## src/hdl/ife_pkg.sv

```systemverilog
// ----------------------------------------------------------------------------
// ife_pkg
// Shared types and constants for the ISO14443A frame encoder.
// ----------------------------------------------------------------------------
package ife_pkg;

  localparam int CODE_W    = 4;
  localparam int MAX_CODES = 10;
  localparam int WORD_W    = CODE_W * MAX_CODES;
  localparam int NB_W      = 3;

  localparam int QUEUE_DEPTH_DEF = 2;

  localparam logic [CODE_W-1:0] MILLER_ONE         = 4'b1101;
  localparam logic [CODE_W-1:0] MILLER_ZERO_AFT_Z  = 4'b0111;
  localparam logic [CODE_W-1:0] MILLER_ZERO_AFT_O  = 4'b1111;
  localparam logic [CODE_W-1:0] MANCH_ONE          = 4'b1100;
  localparam logic [CODE_W-1:0] MANCH_ZERO         = 4'b0011;

  localparam logic [CODE_W-1:0] READER_START_RST = 4'd7;
  localparam logic [CODE_W-1:0] CARD_START_RST   = 4'd12;
  localparam logic [CODE_W-1:0] CARD_END_RST     = 4'd0;

  localparam logic [3:0] MAX_BITS = 4'd8;

  typedef enum logic [1:0] {
    CFG_CARD_MODE    = 2'd0,
    CFG_READER_START = 2'd1,
    CFG_CARD_START   = 2'd2,
    CFG_CARD_END     = 2'd3
  } cfg_idx_t;

  typedef struct packed {
    logic              card_mode;
    logic [CODE_W-1:0] reader_start;
    logic [CODE_W-1:0] card_start;
    logic [CODE_W-1:0] card_end;
  } cfg_t;

  // One accepted item, already coded and packed into output bytes.
  typedef struct packed {
    logic [WORD_W-1:0] bytes;
    logic [NB_W-1:0]   nbytes;
    logic              half;
    logic              is_end;
  } job_t;

endpackage

```

## src/hdl/ife_front.sv

```systemverilog
// ----------------------------------------------------------------------------
// ife_front
// Codes one input item into line codes and packs them into output bytes,
// keeping the previous bit and the held nibble across items.
// ----------------------------------------------------------------------------
module ife_front import ife_pkg::*; (
  input  logic        clk,
  input  logic        rst_n,
  input  cfg_t        cfg,
  input  logic        accept,
  input  logic [7:0]  data_bits,
  input  logic [3:0]  bit_count,
  input  logic        frame_start,
  input  logic        frame_end,
  output job_t        job,
  output logic        push
);

  logic              prev_r, prev_nxt;
  logic [CODE_W-1:0] held_nib_r, held_nib_nxt;
  logic              held_vld_r, held_vld_nxt;

  logic [3:0]        cnt;
  logic              prev0;
  logic              prev_after;
  logic              np;
  logic [CODE_W-1:0] pre;
  logic [CODE_W-1:0] end_code;
  logic [31:0]       data_word;
  logic [WORD_W-1:0] word;
  logic [WORD_W-1:0] tail;
  logic [3:0]        pos;
  logic [3:0]        len;
  logic [NB_W-1:0]   nb;

  always_comb begin
    logic              chain;
    logic              dbit;
    logic [CODE_W-1:0] code;

    cnt   = (bit_count > MAX_BITS) ? MAX_BITS : bit_count;
    prev0 = frame_start ? 1'b0 : prev_r;
    np    = frame_start | held_vld_r;
    pre   = frame_start ? (cfg.card_mode ? cfg.card_start : cfg.reader_start)
                        : held_nib_r;

    data_word = '0;
    chain     = prev0;
    for (int i = 0; i < 8; i++) begin
      dbit = data_bits[7-i];
      if (cfg.card_mode) begin
        code = dbit ? MANCH_ONE : MANCH_ZERO;
      end else begin
        code = dbit ? MILLER_ONE : (chain ? MILLER_ZERO_AFT_O : MILLER_ZERO_AFT_Z);
      end
      if (i < cnt) begin
        data_word[31-4*i -: 4] = code;
      end
      chain = dbit;
    end

    prev_after = (cnt == 4'd0) ? prev0 : data_bits[3'(MAX_BITS - cnt)];
    end_code   = cfg.card_mode ? cfg.card_end
                               : (prev_after ? MILLER_ZERO_AFT_O : MILLER_ZERO_AFT_Z);

    // Codes are laid out from the top of the word in transmit order.
    word = np ? ({pre, 36'd0} | ({data_word, 8'd0} >> CODE_W)) : {data_word, 8'd0};
    pos  = {3'd0, np} + cnt;
    if (frame_end) begin
      word = word | ({end_code, 36'd0} >> {pos, 2'b00});
    end
    len  = pos + {3'd0, frame_end};
    nb   = frame_end ? NB_W'((len + 4'd1) >> 1) : NB_W'(len >> 1);
    tail = word << {len - 4'd1, 2'b00};

    job.bytes  = word;
    job.nbytes = nb;
    job.half   = frame_end & len[0];
    job.is_end = frame_end;
    push       = accept && (nb != '0);

    if (frame_end) begin
      prev_nxt     = 1'b0;
      held_vld_nxt = 1'b0;
      held_nib_nxt = '0;
    end else begin
      prev_nxt     = prev_after;
      held_vld_nxt = len[0];
      held_nib_nxt = len[0] ? tail[WORD_W-1 -: CODE_W] : '0;
    end
  end

  always_ff @(posedge clk) begin
    if (!rst_n) begin
      prev_r     <= 1'b0;
      held_vld_r <= 1'b0;
      held_nib_r <= '0;
    end else if (accept) begin
      prev_r     <= prev_nxt;
      held_vld_r <= held_vld_nxt;
      held_nib_r <= held_nib_nxt;
    end
  end

endmodule

```

## src/hdl/ife_queue.sv

```systemverilog
// ----------------------------------------------------------------------------
// ife_queue
// Small job queue between the coding front and the byte serializer.
// ----------------------------------------------------------------------------
module ife_queue import ife_pkg::*; #(
  parameter int DEPTH = QUEUE_DEPTH_DEF
) (
  input  logic clk,
  input  logic rst_n,
  input  logic push,
  input  job_t wr_job,
  input  logic pop,
  output job_t rd_job,
  output logic rd_valid,
  output logic full
);

  localparam int PTR_W = (DEPTH > 1) ? $clog2(DEPTH) : 1;
  localparam int CNT_W = $clog2(DEPTH + 1);

  job_t             mem_r [DEPTH];
  logic [PTR_W-1:0] wr_ptr_r, wr_ptr_nxt;
  logic [PTR_W-1:0] rd_ptr_r, rd_ptr_nxt;
  logic [CNT_W-1:0] cnt_r, cnt_nxt;

  always_comb begin
    wr_ptr_nxt = wr_ptr_r;
    rd_ptr_nxt = rd_ptr_r;
    cnt_nxt    = cnt_r;
    if (push) begin
      wr_ptr_nxt = (wr_ptr_r == PTR_W'(DEPTH - 1)) ? '0 : wr_ptr_r + 1'b1;
    end
    if (pop) begin
      rd_ptr_nxt = (rd_ptr_r == PTR_W'(DEPTH - 1)) ? '0 : rd_ptr_r + 1'b1;
    end
    if (push && !pop) begin
      cnt_nxt = cnt_r + 1'b1;
    end else if (pop && !push) begin
      cnt_nxt = cnt_r - 1'b1;
    end
  end

  always_ff @(posedge clk) begin
    if (!rst_n) begin
      wr_ptr_r <= '0;
      rd_ptr_r <= '0;
      cnt_r    <= '0;
    end else begin
      wr_ptr_r <= wr_ptr_nxt;
      rd_ptr_r <= rd_ptr_nxt;
      cnt_r    <= cnt_nxt;
    end
  end

  always_ff @(posedge clk) begin
    if (push) begin
      mem_r[wr_ptr_r] <= wr_job;
    end
  end

  assign rd_job   = mem_r[rd_ptr_r];
  assign rd_valid = (cnt_r != '0);
  assign full     = (cnt_r == CNT_W'(DEPTH));

`ifndef SYNTH
  a_no_push_full: assert property (@(posedge clk) disable iff (!rst_n)
    full && !pop |-> !push)
    else $error("job written into a full queue");

  a_no_pop_empty: assert property (@(posedge clk) disable iff (!rst_n)
    pop |-> rd_valid)
    else $error("job read from an empty queue");

  a_cnt_range: assert property (@(posedge clk) disable iff (!rst_n)
    cnt_r <= CNT_W'(DEPTH))
    else $error("queue fill count out of range");
`endif

endmodule

```

## src/hdl/ife_back.sv

```systemverilog
// ----------------------------------------------------------------------------
// ife_back
// Walks the head job one byte per cycle, while the output is not stalled, into the registered output stage.
// ----------------------------------------------------------------------------
module ife_back import ife_pkg::*; (
  input  logic       clk,
  input  logic       rst_n,
  input  job_t       rd_job,
  input  logic       rd_valid,
  output logic       pop,
  output logic       out_valid,
  input  logic       out_stall,
  output logic [7:0] out_coded_byte,
  output logic [1:0] out_nibble_count,
  output logic       out_last_out
);

  logic [NB_W-1:0]   idx_r, idx_nxt;
  logic              vld_r, vld_nxt;
  logic [7:0]        byte_r, byte_nxt;
  logic [1:0]        ncnt_r, ncnt_nxt;
  logic              last_r, last_nxt;
  logic              load;
  logic              last_byte;
  logic [WORD_W-1:0] shifted;

  always_comb begin
    load      = rd_valid && (!vld_r || !out_stall);
    last_byte = (idx_r == rd_job.nbytes - 1'b1);
    shifted   = rd_job.bytes << {idx_r, 3'b000};
    pop       = load && last_byte;

    idx_nxt  = idx_r;
    vld_nxt  = vld_r && out_stall;
    byte_nxt = byte_r;
    ncnt_nxt = ncnt_r;
    last_nxt = last_r;
    if (load) begin
      idx_nxt  = last_byte ? '0 : idx_r + 1'b1;
      vld_nxt  = 1'b1;
      byte_nxt = shifted[WORD_W-1 -: 8];
      ncnt_nxt = (last_byte && rd_job.half) ? 2'd1 : 2'd2;
      last_nxt = last_byte && rd_job.is_end;
    end
  end

  always_ff @(posedge clk) begin
    if (!rst_n) begin
      idx_r <= '0;
      vld_r <= 1'b0;
    end else begin
      idx_r <= idx_nxt;
      vld_r <= vld_nxt;
    end
  end

  always_ff @(posedge clk) begin
    byte_r <= byte_nxt;
    ncnt_r <= ncnt_nxt;
    last_r <= last_nxt;
  end

  assign out_valid        = vld_r;
  assign out_coded_byte   = byte_r;
  assign out_nibble_count = ncnt_r;
  assign out_last_out     = last_r;

`ifndef SYNTH
  a_idx_in_job: assert property (@(posedge clk) disable iff (!rst_n)
    rd_valid |-> (idx_r < rd_job.nbytes))
    else $error("byte index runs past the head job");

  a_half_is_last: assert property (@(posedge clk) disable iff (!rst_n)
    vld_r && (ncnt_r == 2'd1) |-> last_r && (byte_r[3:0] == 4'd0))
    else $error("half byte that does not close a frame");

  a_idx_idle: assert property (@(posedge clk) disable iff (!rst_n)
    !rd_valid |-> (idx_r == '0))
    else $error("byte index left over with no job queued");
`endif

endmodule

```

## src/hdl/iso14443a_frame_encoder.sv

```systemverilog
// A result byte goes through the job queue, then the registered output stage.
// The serializer sends one byte per cycle while out_stall is low; an item
// yields up to five bytes (four for a full data byte).
// The front takes a new item every cycle while the job queue has room.
// Reset (rst_n low, synchronous) empties the queue and output stage and
// restores the register reset values and the frame state.
// ----------------------------------------------------------------------------
// iso14443a_frame_encoder
// Modified Miller / Manchester frame encoder with nibble packing.
// ----------------------------------------------------------------------------
module iso14443a_frame_encoder import ife_pkg::*; #(
  parameter int QUEUE_DEPTH = QUEUE_DEPTH_DEF
) (
  input  logic       clk,
  input  logic       rst_n,
  input  logic       in_valid,
  output logic       in_stall,
  input  logic [7:0] in_data_bits,
  input  logic [3:0] in_bit_count,
  input  logic       in_frame_start,
  input  logic       in_frame_end,
  output logic       out_valid,
  input  logic       out_stall,
  output logic [7:0] out_coded_byte,
  output logic [1:0] out_nibble_count,
  output logic       out_last_out,
  input  logic       cfg_valid,
  output logic       cfg_ready,
  input  logic [1:0] cfg_index,
  input  logic [3:0] cfg_data
);

  cfg_t cfg_r, cfg_nxt;
  job_t wr_job, rd_job;
  logic push, pop, rd_valid, full, accept;

  assign cfg_ready = 1'b1;

  always_comb begin
    cfg_nxt = cfg_r;
    if (cfg_valid) begin
      unique case (cfg_idx_t'(cfg_index))
        CFG_CARD_MODE:    cfg_nxt.card_mode    = cfg_data[0];
        CFG_READER_START: cfg_nxt.reader_start = cfg_data;
        CFG_CARD_START:   cfg_nxt.card_start   = cfg_data;
        CFG_CARD_END:     cfg_nxt.card_end     = cfg_data;
      endcase
    end
  end

  always_ff @(posedge clk) begin
    if (!rst_n) begin
      cfg_r.card_mode    <= 1'b0;
      cfg_r.reader_start <= READER_START_RST;
      cfg_r.card_start   <= CARD_START_RST;
      cfg_r.card_end     <= CARD_END_RST;
    end else begin
      cfg_r <= cfg_nxt;
    end
  end

  assign in_stall = full;
  assign accept   = in_valid && !in_stall;

  ife_front u_front (
    .clk         (clk),
    .rst_n       (rst_n),
    .cfg         (cfg_r),
    .accept      (accept),
    .data_bits   (in_data_bits),
    .bit_count   (in_bit_count),
    .frame_start (in_frame_start),
    .frame_end   (in_frame_end),
    .job         (wr_job),
    .push        (push)
  );

  ife_queue #(
    .DEPTH (QUEUE_DEPTH)
  ) u_queue (
    .clk      (clk),
    .rst_n    (rst_n),
    .push     (push),
    .wr_job   (wr_job),
    .pop      (pop),
    .rd_job   (rd_job),
    .rd_valid (rd_valid),
    .full     (full)
  );

  ife_back u_back (
    .clk              (clk),
    .rst_n            (rst_n),
    .rd_job           (rd_job),
    .rd_valid         (rd_valid),
    .pop              (pop),
    .out_valid        (out_valid),
    .out_stall        (out_stall),
    .out_coded_byte   (out_coded_byte),
    .out_nibble_count (out_nibble_count),
    .out_last_out     (out_last_out)
  );

endmodule
```

## config.mk

```make
export PLATFORM = sky130hd
export DESIGN_NAME = iso14443a_frame_encoder
export DESIGN_NICKNAME = d
export VERILOG_FILES = /design/src/hdl/ife_pkg.sv /design/src/hdl/ife_front.sv /design/src/hdl/ife_queue.sv /design/src/hdl/ife_back.sv /design/src/hdl/iso14443a_frame_encoder.sv
export SDC_FILE = /design/constraint.sdc
export NUM_CORES = 1
export LEC_CHECK = 0
export BUFFER_PORTS_ARGS = -buffer_cell sky130_fd_sc_hd__buf_2
export CAP_MARGIN = 15
export CORE_MARGIN = 10
export CORE_UTILIZATION = 55
export DETAILED_ROUTE_END_ITERATION = 10
export PLACE_DENSITY = 0.84
export SYNTH_ARGS = -nofsm -noshare
export SYNTH_HDL_FRONTEND = slang
export SYNTH_HIERARCHICAL = 1
export SYNTH_SLANG_ARGS = --single-unit
```

## constraint.sdc

```tcl
create_clock -name clk -period 8.66 [get_ports clk]
set_input_delay 1.299 -clock clk [delete_from_list [all_inputs] [get_ports clk]]
set_output_delay 1.299 -clock clk [all_outputs]
set_load 0.02 [all_outputs]
```

# ---- After elaboration in Yosys (flattened, before gate mapping)
# Memories as Yosys holds them, arrays and structs flattened. A register that Yosys moved wholly into a read port is not among the register bits.
# Index checks and enable logic that the tools add are counted.
dict set report totals {
  reg_bits 38
  mem_bits_rw 90
  in_bits 25
  out_inout_bits 14
  wordCells 140
  mem_count 1
}
dict set report op_classes {
  n_addsub 11
  order_cmp 10
  n_eq_ne 5
  n_shift 3
  mux 67
  n_bitwise 4
  n_reduce_logical 24
}
# memory depth word_bits read_ports rd_ports_with_merged_regs write_ports line_no
set mem_list {}
lappend mem_list {u_queue.mem_r 2 45 1 1 1 ife_queue.sv:21} ;# job_t mem_r [DEPTH];
# operator count
set op_table {}
lappend op_table {{$mux W4} 47}
lappend op_table {{$mux W40} 2}
lappend op_table {{$shl A40 B6 Y40} 2}
lappend op_table {{$or A40 B36 Y40} 1}
lappend op_table {{$or A40 B40 Y40} 1}
lappend op_table {{$shr A40 B6 Y40} 1}
lappend op_table {{$lt A3 B4 Y1 const A} 4}
lappend op_table {{$mux W1} 12}
lappend op_table {{$logic_and A1 B1 Y1} 9}
lappend op_table {{$lt A1 B4 Y1 const A} 2}
lappend op_table {{$lt A2 B4 Y1 const A} 2}
lappend op_table {{$reduce_and A2 Y1} 4}
lappend op_table {{$eq A2 B2 Y1 const B} 3}
lappend op_table {{$mux W2} 3}
lappend op_table {{$mux W3} 2}
lappend op_table {{$logic_not A1 Y1} 5}
lappend op_table {{$add A1 B4 Y4} 1}
lappend op_table {{$add A4 B1 Y4} 1}
lappend op_table {{$add A4 B1 Y4 const B} 1}
lappend op_table {{$gt A4 B4 Y1 const B} 1}
lappend op_table {{$logic_not A4 Y1} 1}
lappend op_table {{$lt A3 B4 Y1 const B} 1}
lappend op_table {{$reduce_bool A2 Y1} 2}
lappend op_table {{$sub A4 B1 Y4 const B} 1}
lappend op_table {{14 further kinds} 15}

# ---- Logic depth before layout (Yosys ltp)
dict set report logic_depth {
  depth_word 14
  mapped_depth 17
  depth_no_buf 15
}

# ---- Cells and area by module
# The synthesis kept the hierarchy.
# mod instances cells_per_inst area_each_um2 seq_area_each_um2
set by_module_without_submodules {}
lappend by_module_without_submodules {ife_queue 1 162 3480.8 2802.7}
lappend by_module_without_submodules {ife_front 1 333 2175.8 120.1}
lappend by_module_without_submodules {ife_back 1 76 930.9 410.4}
lappend by_module_without_submodules {iso14443a_frame_encoder 1 58 569.3 260.2}

# ---- Worst setup path after synthesis
# Ideal clock, no wire load.
dict set report synth_path {
  path_kind {input port to flip-flop}
  startpoint {input port in_frame_start}
  endpoint {memory u_queue/mem_r[0][0] (netlist bit) (enable)}
  setup_ns 0.454
  t_arrival_ns 6.036
  required_ns 8.206
  setup_slack_ns 2.170
  stages 13
  path_buffers 3
  path_cell_list {nor2_1 -> inv_1 -> clkbuf_1 -> buf_1 -> ha_1 -> ha_1 -> ha_1 -> ha_1 -> clkbuf_1 -> nand2_1 -> o21ai_0 -> o31a_1 -> nor2b_1}
}
# item line_no
set synth_lines {}
lappend synth_lines {{start, declared} iso14443a_frame_encoder.sv:20} ;# input logic in_frame_start,
lappend synth_lines {{end, declared} ife_queue.sv:21}

==> run_results.csv <==
group,metric,value,unit
worst_setup_path,setup.worst_path.end_class,"register",
final_layout,final_layout_size_suffix_gt1_frac,0.2293,
sta,finalSetupTns,0,ns
clock_network,clkTransAtPathRegs,0.06,ns
sta,fin_crit,6.146,ns
synth,yosysMostFrequentCell,"edfxtp_1",
floorplanning,die_w,134.1,µm
route,vias_per_cell,6.271,
synth,syn_inst,629,
grt,grtUsageTotal,0.1945,
pwr,p_leak,2.904,nW
synth,avgSynthCellArea,11.38,µm²
grt,grt_pass1_wl,27.83,mm
route,dr.first_iter.drc_count,616,
worst_setup_path,cp.required,8.78,ns
clock_network,clock_sinks,129,
place,dpl_cell_area,0.007361,mm²
status,status,"complete, no violations",
place,place_congestion,0.9382,
clock_network,cts_tree,"yes",
route,ant_nets,0,
grt,grt_pass1_vias,5189,
sta,timing.final.crit_share,0.7098,
synth,netlist.area_leader.share,0.4238,
worst_setup_path,cp.arrival,6.26,ns
sta,fmax,162.7,MHz
sta,finalClockSkew,0.008402,ns
sta,tightest_slew,1.152,ns
floorplanning,die_h,134.1,µm
final_layout,areaGrowthSynthToFinish,10.77,%
synth,seq_area_frac_synth,0.5021,
min_path,whs_endpoint,"cfg_r[11]$_SDFFE_PN0P_",
clock_network,clockBufferDepth,2,
route,wl_per_cell,20.37,µm
sta,setup_viol,0,
final_layout,num_antenna_cells,0,
job,drv_cap,0,
synth,ys_top_cells_by_count,"edfxtp_1, nand2_1, mux2_2",
final_layout,multi_input_area,0.003238,mm²
synth,synth_top_cell_by_area,"edfxtp_1",
synth,synth_cell_types,88,
synth,synth.top_cells.by_area,"edfxtp_1, dfxtp_1, mux2_2, nand2_1, mux2i_1",
route,drc,0,
min_path,whs_path_depth,2,
clock_network,clk_latency,0.42,ns
worst_setup_path,critPathMostFrequentCell,"ha_1",
final_layout,fin_cells,835,
worst_setup_path,cpPeakStageDelay,0.82,ns
min_path,hold_start,"cfg_r[11]$_SDFFE_PN0P_",
min_path,worstHoldPathType,"register to register",
final_layout,regArea,0.003595,mm²
floorplanning,die_area,0.01797,mm²
place,portBuffers,37,
route,dr.pass1.iters,6,
grt,overflow,0,
clock_network,post_cts_resized,0,
synth,synth_fp_nets,665,
worst_setup_path,critPathBufInv,4,
clock_network,numCtsBuffers,17,
synth,synthArstFlopShare,0,
floorplanning,fp-row-count,41,
sta,maxSlewHeadroom,0.2320,
pwr,power_density,268.4,mW/mm²
floorplanning,placeableCoreArea,0.01267,mm²
final_layout,nNetsFinal,686,
worst_setup_path,reg2reg_slack,3.13,ns
route,vias,5236,
clock_network,holdBufCountCts,0,
synth,synth_edf_count,101,
worst_setup_path,startpoint_type,"input port",
worst_setup_path,crit_chain,"buf_2 > nor2_1 > inv_1 > ha_1 > ha_1 > ha_1 > inv_1 > nor3_1 > nor2_1 > a22oi_1 > xnor2_1 > o31a_1 > nor2b_4 > buf_4",
worst_setup_path,ff2ff_path_depth,13,
clock_network,cts_setup_buffers,0,
synth,yosys_warnings,6,
synth,netlist_area,0.007157,mm²
clock_network,cts_root_buffer,"clkbuf_16",
route,finalWirelength,17.01,mm
grt,antenna_found_initial,0,
worst_setup_path,reg2reg_to,"u_queue/mem_r[0][35]$_DFFE_PP_",
synth,synthFlopType,"edfxtp_1",
synth,ys_ff_latch,129,
final_layout,fillerInstances,977,
worst_setup_path,cpLargestDelayFamily,"simple AND/OR/NAND/NOR gates",
pwr,ir_worst_vdd,0.0001352,V
sta,rsz0062_at_grt,"false",
sta,drv_slew,0,
final_layout,fin_area,0.007928,mm²
place,post-place-ws,2.153,ns
clock_network,cts_max_level,4,
sta,setup_ws,2.514,ns
floorplanning,pin_count,39,
worst_setup_path,cp_slowest_cell,"nor2b_4",
worst_setup_path,crit_type,"input port to register",
worst_setup_path,cp_max_fo,34,
pwr,p_total,2.128,mW
sta,finalHoldViolCount,0,
place,place.detailed.hpwl,11.78,mm
floorplanning,start_util,0.5648,
place,dp_cells,802,
worst_setup_path,worstReg2RegStart,"u_front/held_vld_r$_SDFFE_PN0P_",
grt,grt_start_max_net_pins,46,
## metrics by stage
stage | utilization | hold WS (ns)
after CTS | 0.6253 | 0.4580
after detailed placement | 0.5809 | 0.4470
final | 0.6257 | 0.4589
after global routing | 0.6257 | 0.4897
after global placement | 0.5809 | 0.4417
after floorplan | - | 0.4295
## registers in the layout (all words and copies together), names as in the netlist, named ones only
name,flops
u_queue/rd_ptr_r,1
u_queue/mem_r,90
u_back/idx_r,3
u_back/out_last_out,1
u_queue/wr_ptr_r,1
u_front/held_nib_r,4
u_back/out_coded_byte,8
u_back/out_nibble_count,2
u_queue/cnt_r,2
cfg_r,13
u_back/out_valid,1
u_front/prev_r,1
u_front/held_vld_r,1
## cell usage in the layout, fill, tap and decap left out, drive strengths merged, types with 12 or more instances in the layout
| cell type | count |
|---|---|
| o21ai | 39 |
| mux2 | 47 |
| dfxtp | 28 |
| nand2 | 65 |
| nor2 | 40 |
| mux2i | 24 |
| inv | 34 |
| edfxtp | 101 |
| clkbuf | 18 |
| buf | 39 |
| nor2b | 19 |
| o211ai | 12 |
| a21oi | 12 |
## worst max-delay path by stage
stage | startpoint | end | slack (ns) | depth (start not counted)
6_report | in_frame_start | u_queue/mem_r[0][35]$_DFFE_PP_ | 2.51 | 14
3_3_place_gp | in_frame_start | u_queue/mem_r[0][11]$_DFFE_PP_ | 2.32 | 14
2_1_floorplan | in_frame_start | u_queue/mem_r[0][0]$_DFFE_PP_ | 2.17 | 13
5_1_grt | in_frame_start | u_queue/mem_r[0][35]$_DFFE_PP_ | 2.08 | 14
3_5_place_dp | in_frame_start | u_queue/mem_r[0][35]$_DFFE_PP_ | 2.15 | 14
4_1_cts | in_frame_start | u_queue/mem_r[0][35]$_DFFE_PP_ | 2.57 | 14
## cells by family after synthesis
| group | after synthesis | synth area share |
|---|---|---|
| muxes | 79 | 0.1337 |
| AOI/OAI and AO/OA | 137 | 0.1374 |
| adders and majority gates | 11 | 0.01923 |
| xor gates and xnor gates | 15 | 0.02745 |
| other | 1 | 0.0005240 |
| and+or+nand+nor | 189 | 0.1329 |
| DFF | 129 | 0.5021 |
| buffers and inverters | 68 | 0.04668 |
## area by class of cell
type	count	share of cell area
clock buffer	17	0.05366
clock inverter	15	0.01720
inverter	30	0.01420
multi-input combinational	432	0.4085
sequential	129	0.4534
tap	172	0.02715
timing repair buffer	40	0.02588
## worst register-to-register path, cell delays in order (launching register included)
cell and delay (ns):
dfxtp_1 0.40, nor2_1 0.71, inv_1 0.59, ha_1 0.44, ha_1 0.41, ha_1 0.41
inv_1 0.09, nor3_1 0.22, nor2_1 0.08, a22oi_1 0.22, xnor2_1 0.19, o31a_1 0.24
nor2b_4 0.82, buf_4 0.38
## layer usage
layer  vias up  wire, µm  global-route usage
met1      2533      6872              0.2431
li1       2397         -                   -
met5         -         0                   0
met4         0       368             0.06832
met3        42      1596             0.05900
met2       264      8171              0.3128
## power breakdown
group	switching (mW)	internal [mW]	total, mW	leakage, nW
sequential	0.0485	0.815	0.863	1.15
combinational	0.344	0.243	0.588	1.48
clock	0.280	0.397	0.677	0.273
total	0.673	1.46	2.13	2.90
Power figures use the tool's default switching activity.
